==> src/cns_pkg.sv <==
`timescale 1ns / 1ps
// ----------------------------------------------------------------------------
// Conductance neuron package
// Widths, operation codes, register indexes and fixed-point constants shared
// by the neuron step block, its multiplier and its checker.
// ----------------------------------------------------------------------------
package cns_pkg;

    // Field widths of the stream items.
    localparam int OP_W       = 2;
    localparam int DT_W       = 16;
    localparam int CUR_W      = 32;
    localparam int VOLT_W     = 25;
    localparam int COND_W     = 24;
    localparam int IN_DATA_W  = 80;
    localparam int OUT_DATA_W = 56;

    // Register port.
    localparam int CFG_ADDR_W = 3;
    localparam int CFG_DATA_W = 32;

    // Shared multiplier operand and product widths.
    localparam int MUL_A_W = 36;
    localparam int MUL_B_W = 26;
    localparam int MUL_P_W = MUL_A_W + MUL_B_W;

    // Internal datapath widths.
    localparam int DIFF_W  = 26;
    localparam int ISYN_W  = 35;
    localparam int TOTAL_W = 36;
    localparam int DELTA_W = 37;
    localparam int NV_W    = 38;

    // Operation codes carried in tuser.
    localparam logic [OP_W-1:0] OP_STEP    = 2'd0;
    localparam logic [OP_W-1:0] OP_CURRENT = 2'd1;
    localparam logic [OP_W-1:0] OP_SPIKE   = 2'd2;

    // Register indexes (taken from paddr bit 2).
    localparam logic REG_RESTING = 1'b0;
    localparam logic REG_SYNAPSE = 1'b1;

    // Fixed-point constants, Q16.16 millivolts unless stated.
    localparam int V_LIMIT    = 13107200;
    localparam int V_FIRE     = 6553600;
    localparam int V_RESET    = -6553600;
    localparam int G_MAX      = 16777215;
    localparam int REST_RESET = -4259840;
    localparam int SYN_RESET  = 3276800;

endpackage

==> src/cns_mul.sv <==
`timescale 1ns / 1ps
// ----------------------------------------------------------------------------
// Conductance neuron shared multiplier
// Signed multiplier with a registered product, used in turn for the synaptic
// current, the conductance decay and the voltage update.
// ----------------------------------------------------------------------------
module cns_mul (
    input  logic                        clk,
    input  logic                        load,
    input  logic [cns_pkg::MUL_A_W-1:0] a,
    input  logic [cns_pkg::MUL_B_W-1:0] b,
    output logic [cns_pkg::MUL_P_W-1:0] product
);
    import cns_pkg::*;

    logic signed [MUL_P_W-1:0] product_next;
    logic [MUL_P_W-1:0]        product_reg;

    // Full signed product of the two operands.
    assign product_next = $signed(a) * $signed(b);

    // The product is held until the sequencer loads a new one.
    always_ff @(posedge clk)
    begin
        if (load)
        begin
            product_reg <= product_next;
        end
    end

    assign product = product_reg;

endmodule

==> src/conductance_neuron_step.sv <==
`timescale 1ns / 1ps
// ----------------------------------------------------------------------------
// Conductance neuron step
// Integrate-and-fire neuron with a synaptic conductance, in Q16.16 fixed
// point, driven by a stream of step, current and spike items.
// ----------------------------------------------------------------------------
// Usage:
//   Input items arrive on s_axis_*: tuser carries the operation (step,
//   receive current, receive spike), tdata carries dt, other_current and
//   amount. Every item gives exactly one result item on m_axis_* with the
//   voltage, the conductance and the fired flag after the item.
//   Current and spike items are handled in the accepting cycle; their result
//   is valid in the next cycle, and one such item can be taken every cycle
//   while the receiver takes the results. For a step item one multiplier is
//   used three times in turn (synaptic current, conductance decay, voltage
//   update), then the voltage is clamped. The next item can be taken in the
//   cycle in which the result appears, if the receiver takes that result.
//   The block takes one item at a time: tready is low while a step is at
//   work, and new items are taken while a finished result is being drained.
//   If the receiver stalls, the result is held in the output register and
//   the next result waits for it; no item is lost.
//   The APB port writes the resting and synaptic reversal potentials, which
//   may only change while the block is idle. Reset restores the sequencer,
//   neuron state and both registers and empties the output register.
// ----------------------------------------------------------------------------
module conductance_neuron_step (
    input  logic                           clk,
    input  logic                           rst_n,
    // Input item stream.
    input  logic                           s_axis_tvalid,
    output logic                           s_axis_tready,
    // tdata: dt[15:0], other_current[47:16], amount[79:48]
    input  logic [cns_pkg::IN_DATA_W-1:0]  s_axis_tdata,
    // tuser: op[1:0]
    input  logic [cns_pkg::OP_W-1:0]       s_axis_tuser,
    // Result item stream.
    output logic                           m_axis_tvalid,
    input  logic                           m_axis_tready,
    // tdata: voltage[24:0], conductance[48:25], fired[49], zero[55:50]
    output logic [cns_pkg::OUT_DATA_W-1:0] m_axis_tdata,
    // Register port.
    input  logic                           psel,
    input  logic                           penable,
    input  logic                           pwrite,
    input  logic [cns_pkg::CFG_ADDR_W-1:0] paddr,
    input  logic [cns_pkg::CFG_DATA_W-1:0] pwdata,
    output logic [cns_pkg::CFG_DATA_W-1:0] prdata,
    output logic                           pready
);
    import cns_pkg::*;

    // Sequencer states.
    localparam logic [2:0] ST_IDLE   = 3'd0;
    localparam logic [2:0] ST_SYN    = 3'd1;
    localparam logic [2:0] ST_DECAY  = 3'd2;
    localparam logic [2:0] ST_VOLT   = 3'd3;
    localparam logic [2:0] ST_FINISH = 3'd4;

    logic [2:0]               state_reg, state_next;
    logic signed [VOLT_W-1:0] volt_reg, volt_next;
    logic [COND_W-1:0]        cond_reg, cond_next;
    logic [CUR_W-1:0]         sum_reg, sum_next;
    logic                     fired_last_reg, fired_last_next;
    logic signed [VOLT_W-1:0] rest_reg, rest_next;
    logic signed [VOLT_W-1:0] syn_reg, syn_next;
    logic                     out_valid_reg, out_valid_next;

    logic [DT_W-1:0]          dt_reg, dt_next;
    logic [CUR_W-1:0]         other_reg, other_next;
    logic [DIFF_W-1:0]        diff_reg, diff_next;
    logic [TOTAL_W-1:0]       total_reg, total_next;
    logic                     fired_now_reg, fired_now_next;
    logic [OUT_DATA_W-1:0]    out_data_reg, out_data_next;

    logic [OP_W-1:0]          in_op;
    logic [DT_W-1:0]          in_dt;
    logic [CUR_W-1:0]         in_other;
    logic [CUR_W-1:0]         in_amount;
    logic                     in_accept;
    logic                     out_free;
    logic                     cfg_write;

    logic signed [VOLT_W-1:0] volt_rec;
    logic [COND_W-1:0]        cond_rec;
    logic                     fire_now;
    logic                     fired_last_rec;
    logic [CUR_W:0]           sum_wide;
    logic [CUR_W+1:0]         cond_wide;
    logic [ISYN_W+15:0]       neg_syn;
    logic [ISYN_W-1:0]        isyn;
    logic [DELTA_W-1:0]       delta;
    logic signed [NV_W-1:0]   nv_wide;
    logic signed [VOLT_W-1:0] volt_clamped;

    logic                     mul_load;
    logic [MUL_A_W-1:0]       mul_a;
    logic [MUL_B_W-1:0]       mul_b;
    logic [MUL_P_W-1:0]       mul_product;

    // Unpack the input item.
    assign in_op     = s_axis_tuser;
    assign in_dt     = s_axis_tdata[15:0];
    assign in_other  = s_axis_tdata[47:16];
    assign in_amount = s_axis_tdata[79:48];

    assign out_free      = !out_valid_reg || m_axis_tready;
    assign s_axis_tready = (state_reg == ST_IDLE) && out_free;
    assign in_accept     = s_axis_tvalid && s_axis_tready;
    assign cfg_write     = psel && penable && pwrite;

    // Register read-back, sign-extended to the bus width.
    assign pready = 1'b1;
    always_comb
    begin
        if (paddr[2] == REG_SYNAPSE)
        begin
            prdata = {{(CFG_DATA_W-VOLT_W){syn_reg[VOLT_W-1]}}, syn_reg};
        end
        else
        begin
            prdata = {{(CFG_DATA_W-VOLT_W){rest_reg[VOLT_W-1]}}, rest_reg};
        end
    end

    // Spike recovery or firing at the start of a step.
    always_comb
    begin
        volt_rec       = volt_reg;
        cond_rec       = cond_reg;
        fire_now       = 1'b0;
        fired_last_rec = fired_last_reg;
        if (fired_last_reg)
        begin
            volt_rec       = rest_reg;
            fired_last_rec = 1'b0;
        end
        else if (volt_reg > 0)
        begin
            volt_rec       = VOLT_W'(V_FIRE);
            cond_rec       = '0;
            fire_now       = 1'b1;
            fired_last_rec = 1'b1;
        end
    end

    // Saturating sums for the current and spike items.
    assign sum_wide  = {sum_reg[CUR_W-1], sum_reg} + {in_amount[CUR_W-1], in_amount};
    assign cond_wide = {2'b00, 8'h00, cond_reg} + {{2{in_amount[CUR_W-1]}}, in_amount};

    // Synaptic current: negated product, rounded toward minus infinity.
    assign neg_syn = (ISYN_W+16)'(0) - {mul_product[ISYN_W+14], mul_product[ISYN_W+14:0]};
    assign isyn    = neg_syn[ISYN_W+15:16];

    // Voltage update and clamp.
    assign delta   = mul_product[DELTA_W+15:16];
    assign nv_wide = $signed({{(NV_W-VOLT_W){volt_reg[VOLT_W-1]}}, volt_reg})
                   + $signed({delta[DELTA_W-1], delta});
    always_comb
    begin
        if (nv_wide > NV_W'(V_LIMIT))
        begin
            volt_clamped = VOLT_W'(V_LIMIT);
        end
        else if (nv_wide < NV_W'(-V_LIMIT))
        begin
            volt_clamped = VOLT_W'(-V_LIMIT);
        end
        else
        begin
            volt_clamped = nv_wide[VOLT_W-1:0];
        end
    end

    // Multiplier operand selection.
    always_comb
    begin
        mul_load = 1'b0;
        mul_a    = '0;
        mul_b    = '0;
        case (state_reg)
            ST_SYN:
            begin
                mul_load = 1'b1;
                mul_a    = {{(MUL_A_W-COND_W){1'b0}}, cond_reg};
                mul_b    = diff_reg;
            end
            ST_DECAY:
            begin
                mul_load = 1'b1;
                mul_a    = {{(MUL_A_W-COND_W){1'b0}}, cond_reg};
                mul_b    = {{(MUL_B_W-DT_W){1'b0}}, dt_reg};
            end
            ST_VOLT:
            begin
                mul_load = 1'b1;
                mul_a    = total_reg;
                mul_b    = {{(MUL_B_W-DT_W){1'b0}}, dt_reg};
            end
            default:
            begin
                mul_load = 1'b0;
            end
        endcase
    end

    cns_mul u_mul (
        .clk     (clk),
        .load    (mul_load),
        .a       (mul_a),
        .b       (mul_b),
        .product (mul_product)
    );

    // Sequencer and state update.
    always_comb
    begin
        state_next      = state_reg;
        volt_next       = volt_reg;
        cond_next       = cond_reg;
        sum_next        = sum_reg;
        fired_last_next = fired_last_reg;
        rest_next       = rest_reg;
        syn_next        = syn_reg;
        out_valid_next  = out_valid_reg && !m_axis_tready;
        dt_next         = dt_reg;
        other_next      = other_reg;
        diff_next       = diff_reg;
        total_next      = total_reg;
        fired_now_next  = fired_now_reg;
        out_data_next   = out_data_reg;

        if (cfg_write)
        begin
            if (paddr[2] == REG_SYNAPSE)
            begin
                syn_next = pwdata[VOLT_W-1:0];
            end
            else
            begin
                rest_next = pwdata[VOLT_W-1:0];
            end
        end

        case (state_reg)
            ST_IDLE:
            begin
                if (in_accept)
                begin
                    case (in_op)
                        OP_STEP:
                        begin
                            volt_next       = volt_rec;
                            cond_next       = cond_rec;
                            fired_last_next = fired_last_rec;
                            fired_now_next  = fire_now;
                            dt_next         = in_dt;
                            other_next      = in_other;
                            diff_next       = {volt_rec[VOLT_W-1], volt_rec}
                                            - {syn_reg[VOLT_W-1], syn_reg};
                            state_next      = ST_SYN;
                        end
                        OP_CURRENT:
                        begin
                            if (sum_wide[CUR_W] != sum_wide[CUR_W-1])
                            begin
                                sum_next = {sum_wide[CUR_W], {(CUR_W-1){!sum_wide[CUR_W]}}};
                            end
                            else
                            begin
                                sum_next = sum_wide[CUR_W-1:0];
                            end
                            out_valid_next = 1'b1;
                            out_data_next  = {6'b0, 1'b0, cond_reg, volt_reg};
                        end
                        OP_SPIKE:
                        begin
                            if (cond_wide[CUR_W+1])
                            begin
                                cond_next = '0;
                            end
                            else if (cond_wide[CUR_W:COND_W] != '0)
                            begin
                                cond_next = COND_W'(G_MAX);
                            end
                            else
                            begin
                                cond_next = cond_wide[COND_W-1:0];
                            end
                            out_valid_next = 1'b1;
                            out_data_next  = {6'b0, 1'b0, cond_next, volt_reg};
                        end
                        default:
                        begin
                            out_valid_next = 1'b1;
                            out_data_next  = {6'b0, 1'b0, cond_reg, volt_reg};
                        end
                    endcase
                end
            end
            ST_SYN:
            begin
                state_next = ST_DECAY;
            end
            ST_DECAY:
            begin
                // Product holds g*(V - Es); form the total membrane current.
                total_next = {isyn[ISYN_W-1], isyn}
                           + {{(TOTAL_W-CUR_W){other_reg[CUR_W-1]}}, other_reg}
                           + {{(TOTAL_W-CUR_W){sum_reg[CUR_W-1]}}, sum_reg};
                sum_next   = '0;
                state_next = ST_VOLT;
            end
            ST_VOLT:
            begin
                // Product holds g*dt; apply the conductance decay.
                cond_next  = cond_reg - mul_product[COND_W+15:16];
                state_next = ST_FINISH;
            end
            ST_FINISH:
            begin
                if (out_free)
                begin
                    volt_next      = volt_clamped;
                    out_valid_next = 1'b1;
                    out_data_next  = {6'b0, fired_now_reg, cond_reg, volt_clamped};
                    state_next     = ST_IDLE;
                end
            end
            default:
            begin
                state_next = ST_IDLE;
            end
        endcase
    end

    // Control and neuron state registers.
    always_ff @(posedge clk or negedge rst_n)
    begin
        if (!rst_n)
        begin
            state_reg      <= ST_IDLE;
            volt_reg       <= VOLT_W'(V_RESET);
            cond_reg       <= '0;
            sum_reg        <= '0;
            fired_last_reg <= 1'b0;
            rest_reg       <= VOLT_W'(REST_RESET);
            syn_reg        <= VOLT_W'(SYN_RESET);
            out_valid_reg  <= 1'b0;
        end
        else
        begin
            state_reg      <= state_next;
            volt_reg       <= volt_next;
            cond_reg       <= cond_next;
            sum_reg        <= sum_next;
            fired_last_reg <= fired_last_next;
            rest_reg       <= rest_next;
            syn_reg        <= syn_next;
            out_valid_reg  <= out_valid_next;
        end
    end

    // Working and result payload registers.
    always_ff @(posedge clk)
    begin
        dt_reg        <= dt_next;
        other_reg     <= other_next;
        diff_reg      <= diff_next;
        total_reg     <= total_next;
        fired_now_reg <= fired_now_next;
        out_data_reg  <= out_data_next;
    end

    assign m_axis_tvalid = out_valid_reg;
    assign m_axis_tdata  = out_data_reg;

endmodule

==> config.mk <==
export PLATFORM = sky130hd
export DESIGN_NAME = conductance_neuron_step
export DESIGN_NICKNAME = d
export VERILOG_FILES = /design/src/cns_pkg.sv /design/src/cns_mul.sv /design/src/conductance_neuron_step.sv
export SDC_FILE = /design/constraint.sdc
export NUM_CORES = 2
export LEC_CHECK = 0
export BUFFER_PORTS_ARGS = -buffer_cell sky130_fd_sc_hd__buf_2
export CORE_MARGIN = 2
export CORE_UTILIZATION = 35
export CTS_CLUSTER_SIZE = 8
export DETAILED_ROUTE_END_ITERATION = 8
export PLACE_DENSITY = 0.51
export SETUP_SLACK_MARGIN = 0.05
export SYNTH_ARGS = -nofsm -noshare
export SYNTH_HDL_FRONTEND = slang
export SYNTH_SLANG_ARGS = --single-unit
==> constraint.sdc <==
create_clock -name clk -period 32.6 [get_ports clk]
set_input_delay 3.26 -clock clk [delete_from_list [all_inputs] [get_ports clk]]
set_output_delay 3.26 -clock clk [all_outputs]
set_load 0.02 [all_outputs]
==> results_dict.tcl <==
set metrics [dict create \
    layout_commonest_cell "inv_1" \
    use_met2 0.378 \
    cts_resized 0 \
    root_buffer "clkbuf_16" \
    clock.fmax_mhz 79.9 \
    crit_family "adder cells" \
    syn_area_per_cell_um2 9.15 \
    start_util 0.353 \
    via_per_inst 5.12 \
    cp-end-kind "flop" \
    cp_slowest_cell "nor2b_4" \
    synth-edff-count 214 \
    grt_pass1_wl_um 260000 \
    clkTransAtPathRegs_ns 0.05 \
    yosys-mux-area-fraction 0.0207 \
    max_stage_delay_ns 1.06 \
    drc 0 \
    netlist_area_um2 52900 \
    ys_seq_elements 350 \
    tightest_slew_ns 1.20 \
    rrSetupSlack_ns 20.09 \
    grt_overflow_total 0 \
    cp_max_fo 48 \
    setup_tns_ns 0 \
    dieArea_um2 154000 \
    fp.dieH_um 393 \
    hold_path_depth 1 \
    worst-path-buf-inv 7 \
    synthCells 5786 \
    synth_xor_xnor_area_share 0.0362 \
    setup_viol 0 \
    core_um2 150000 \
    drv_cap 0 \
    yosysSeqAreaShare 0.186 \
    ys_types 89 \
    synthFlopType "edfxtp_1" \
    first_global_vias 42400 \
    ys_async_sr_fraction 0.389 \
    final_cell_mix "inv_1, fa_1, nand2_1" \
    portBuffers 198 \
    synth-simple-area-share 0.134 \
    dpl.hpwl_um 138000 \
    timing.hold.worst_endpoint "syn_reg[5]$_DFFE_PN0P_" \
    routedWlPerCell_um 21.1 \
    cts.path.max_buffers 3 \
    yosys_warnings 0 \
    postCtsSetupRepairBufs 0 \
    insertion_delay_ns 0.63 \
    grt_usage 0.223 \
    critPathLaunchType "flop" \
    finalClockSkew_ns 0.0351 \
    hold_buffers 0 \
    area_growth_pct 9.78 \
    grtUsageMet3 0.0256 \
    timing.final.crit_share 0.384 \
    ant_nets 0 \
    wirelength_um 169000 \
    globalplace.congestion 0.892 \
    rsz0062_at_grt "false" \
    top_usage_layer "met2" \
    relSlewSlack 0.176 \
    r2r.worst_path.cells 32 \
    cts_tree "yes" \
    synthAdderAreaFrac 0.413 \
    synth_top_area_share 0.335 \
    layout-drive-gt1-share 0.0851 \
    arrival_ns 12.87 \
    cts_made_buffers 51 \
    post-place-ws_ns 20.23 \
    grt_start_max_net_pins 80 \
    status "finished clean" \
    yosysTopAreaCell "fa_1" \
    criticalPathCategory "reg -> reg" \
    drtIter0Drc 2723 \
    grt_antenna_before_repair 8 \
    min_from "syn_reg[5]$_DFFE_PN0P_" \
    min_path_type "reg -> reg" \
    io_pins 215 \
    use_met1 0.303 \
    finalMaxSlewViolations 0 \
    timing.final.crit_period_ns 12.52 \
    synth_top_family_by_area "adder cells" \
    numClockSinks 350 \
    synth_compound_area_frac 0.112 \
    reg2reg_to "u_mul.product[52]$_DFFE_PP_" \
    hold_violations 0 \
    cp.required_ns 32.95 \
    largest_reg_flops 53 \
    hold_ws_ns 0.533 \
    cp_common_cell "fa_1" \
    r2r_start "state_reg[1]$_DFFE_PN0P_" \
    drtPass1Iterations 6 \
    vias 41000 \
    rows 142 \
    synth_area_leaders "fa_1, edfxtp_1, inv_1, ha_1, dfrtp_1" \
    layout_setup_ws_ns 20.09 \
    finish.net_count 7299 \
    die_x_um 393 \
    htree_levels 2 \
]
## synth_stat cells, drive strengths merged (44+ instances only)
cell    number
edfxtp     214
fa         886
ha         331
nand2      743
a22o        44
nand3       56
nor3        44
a21oi      230
xor2        66
clkbuf     211
xnor2      153
inv       1118
nor2       557
o21ai      163
a22oi       89
a21o       110
mux2        77
dfrtp      120
## metrics by stage
step | util | instances | cell area (um^2)
floorplan | - | 5863 | 53200
global placement | 0.377 | 7921 | 56600
detailed placement | 0.377 | 7921 | 56600
CTS | 0.388 | 8010 | 58100
global route | 0.388 | 8010 | 58100
finish | 0.388 | 8012 | 58100
## layer usage
metal / vias up / wire [um]
met5: - / 26
met4: 4 / 5220
met3: 225 / 8610
met2: 1125 / 81000
met1: 21000 / 74100
li1: 18700 / -
## cells by family (layout without fill, tap and decap cells)
logic type	Yosys count	count (layout)
AND/OR/NAND/NOR	1650	1650
buffers and inverters	1357	1488
adder cells (fa/ha/maj)	1217	1217
AO/OA/AOI/OAI	891	891
flip-flops	350	350
XOR/XNOR	219	219
multiplexers	100	100
other	2	81
## worst register-to-register path: cells and delay by family (launching register included)
family	cells	cell delay, ns
buffers and inverters	7	1.16
adder cells (fa/ha/maj)	8	3.96
AND/OR/NAND/NOR	8	3.05
AO/OA/AOI/OAI	8	3.36
flip-flops	1	0.59
XOR/XNOR	1	0.14
## how the worst max path moves through the flow
stage                                        start                     endpoint  slack (ns)  cells past startpoint
final                     state_reg[1]$_DFFE_PN0P_  u_mul.product[52]$_DFFE_PP_       20.09                     32
after global routing      state_reg[1]$_DFFE_PN0P_  u_mul.product[52]$_DFFE_PP_       19.44                     32
after CTS                 state_reg[1]$_DFFE_PN0P_  u_mul.product[52]$_DFFE_PP_       20.14                     32
after detailed placement  state_reg[1]$_DFFE_PN0P_  u_mul.product[52]$_DFFE_PP_       20.23                     32
after global placement    state_reg[1]$_DFFE_PN0P_  u_mul.product[52]$_DFFE_PP_       20.27                     32
after floorplan           state_reg[2]$_DFFE_PN0P_  u_mul.product[51]$_DFFE_PP_       21.72                     34
## area by class of cell
class                           instances  area (um^2)
Fill cell                           15300        91800
Multi-Input combinational cell       4156        38400
Sequential cell                       350         9850
Inverter                             1119         4200
Tap cell                             2016         2520
Timing Repair Buffer                  280         1610
Clock buffer                           83         1430
Clock inverter                          6         96.3
Antenna cell                            2         5.00
Power is not shown: default switching activity piles up to over one toggle a cycle in this logic, so the estimate is an artifact.
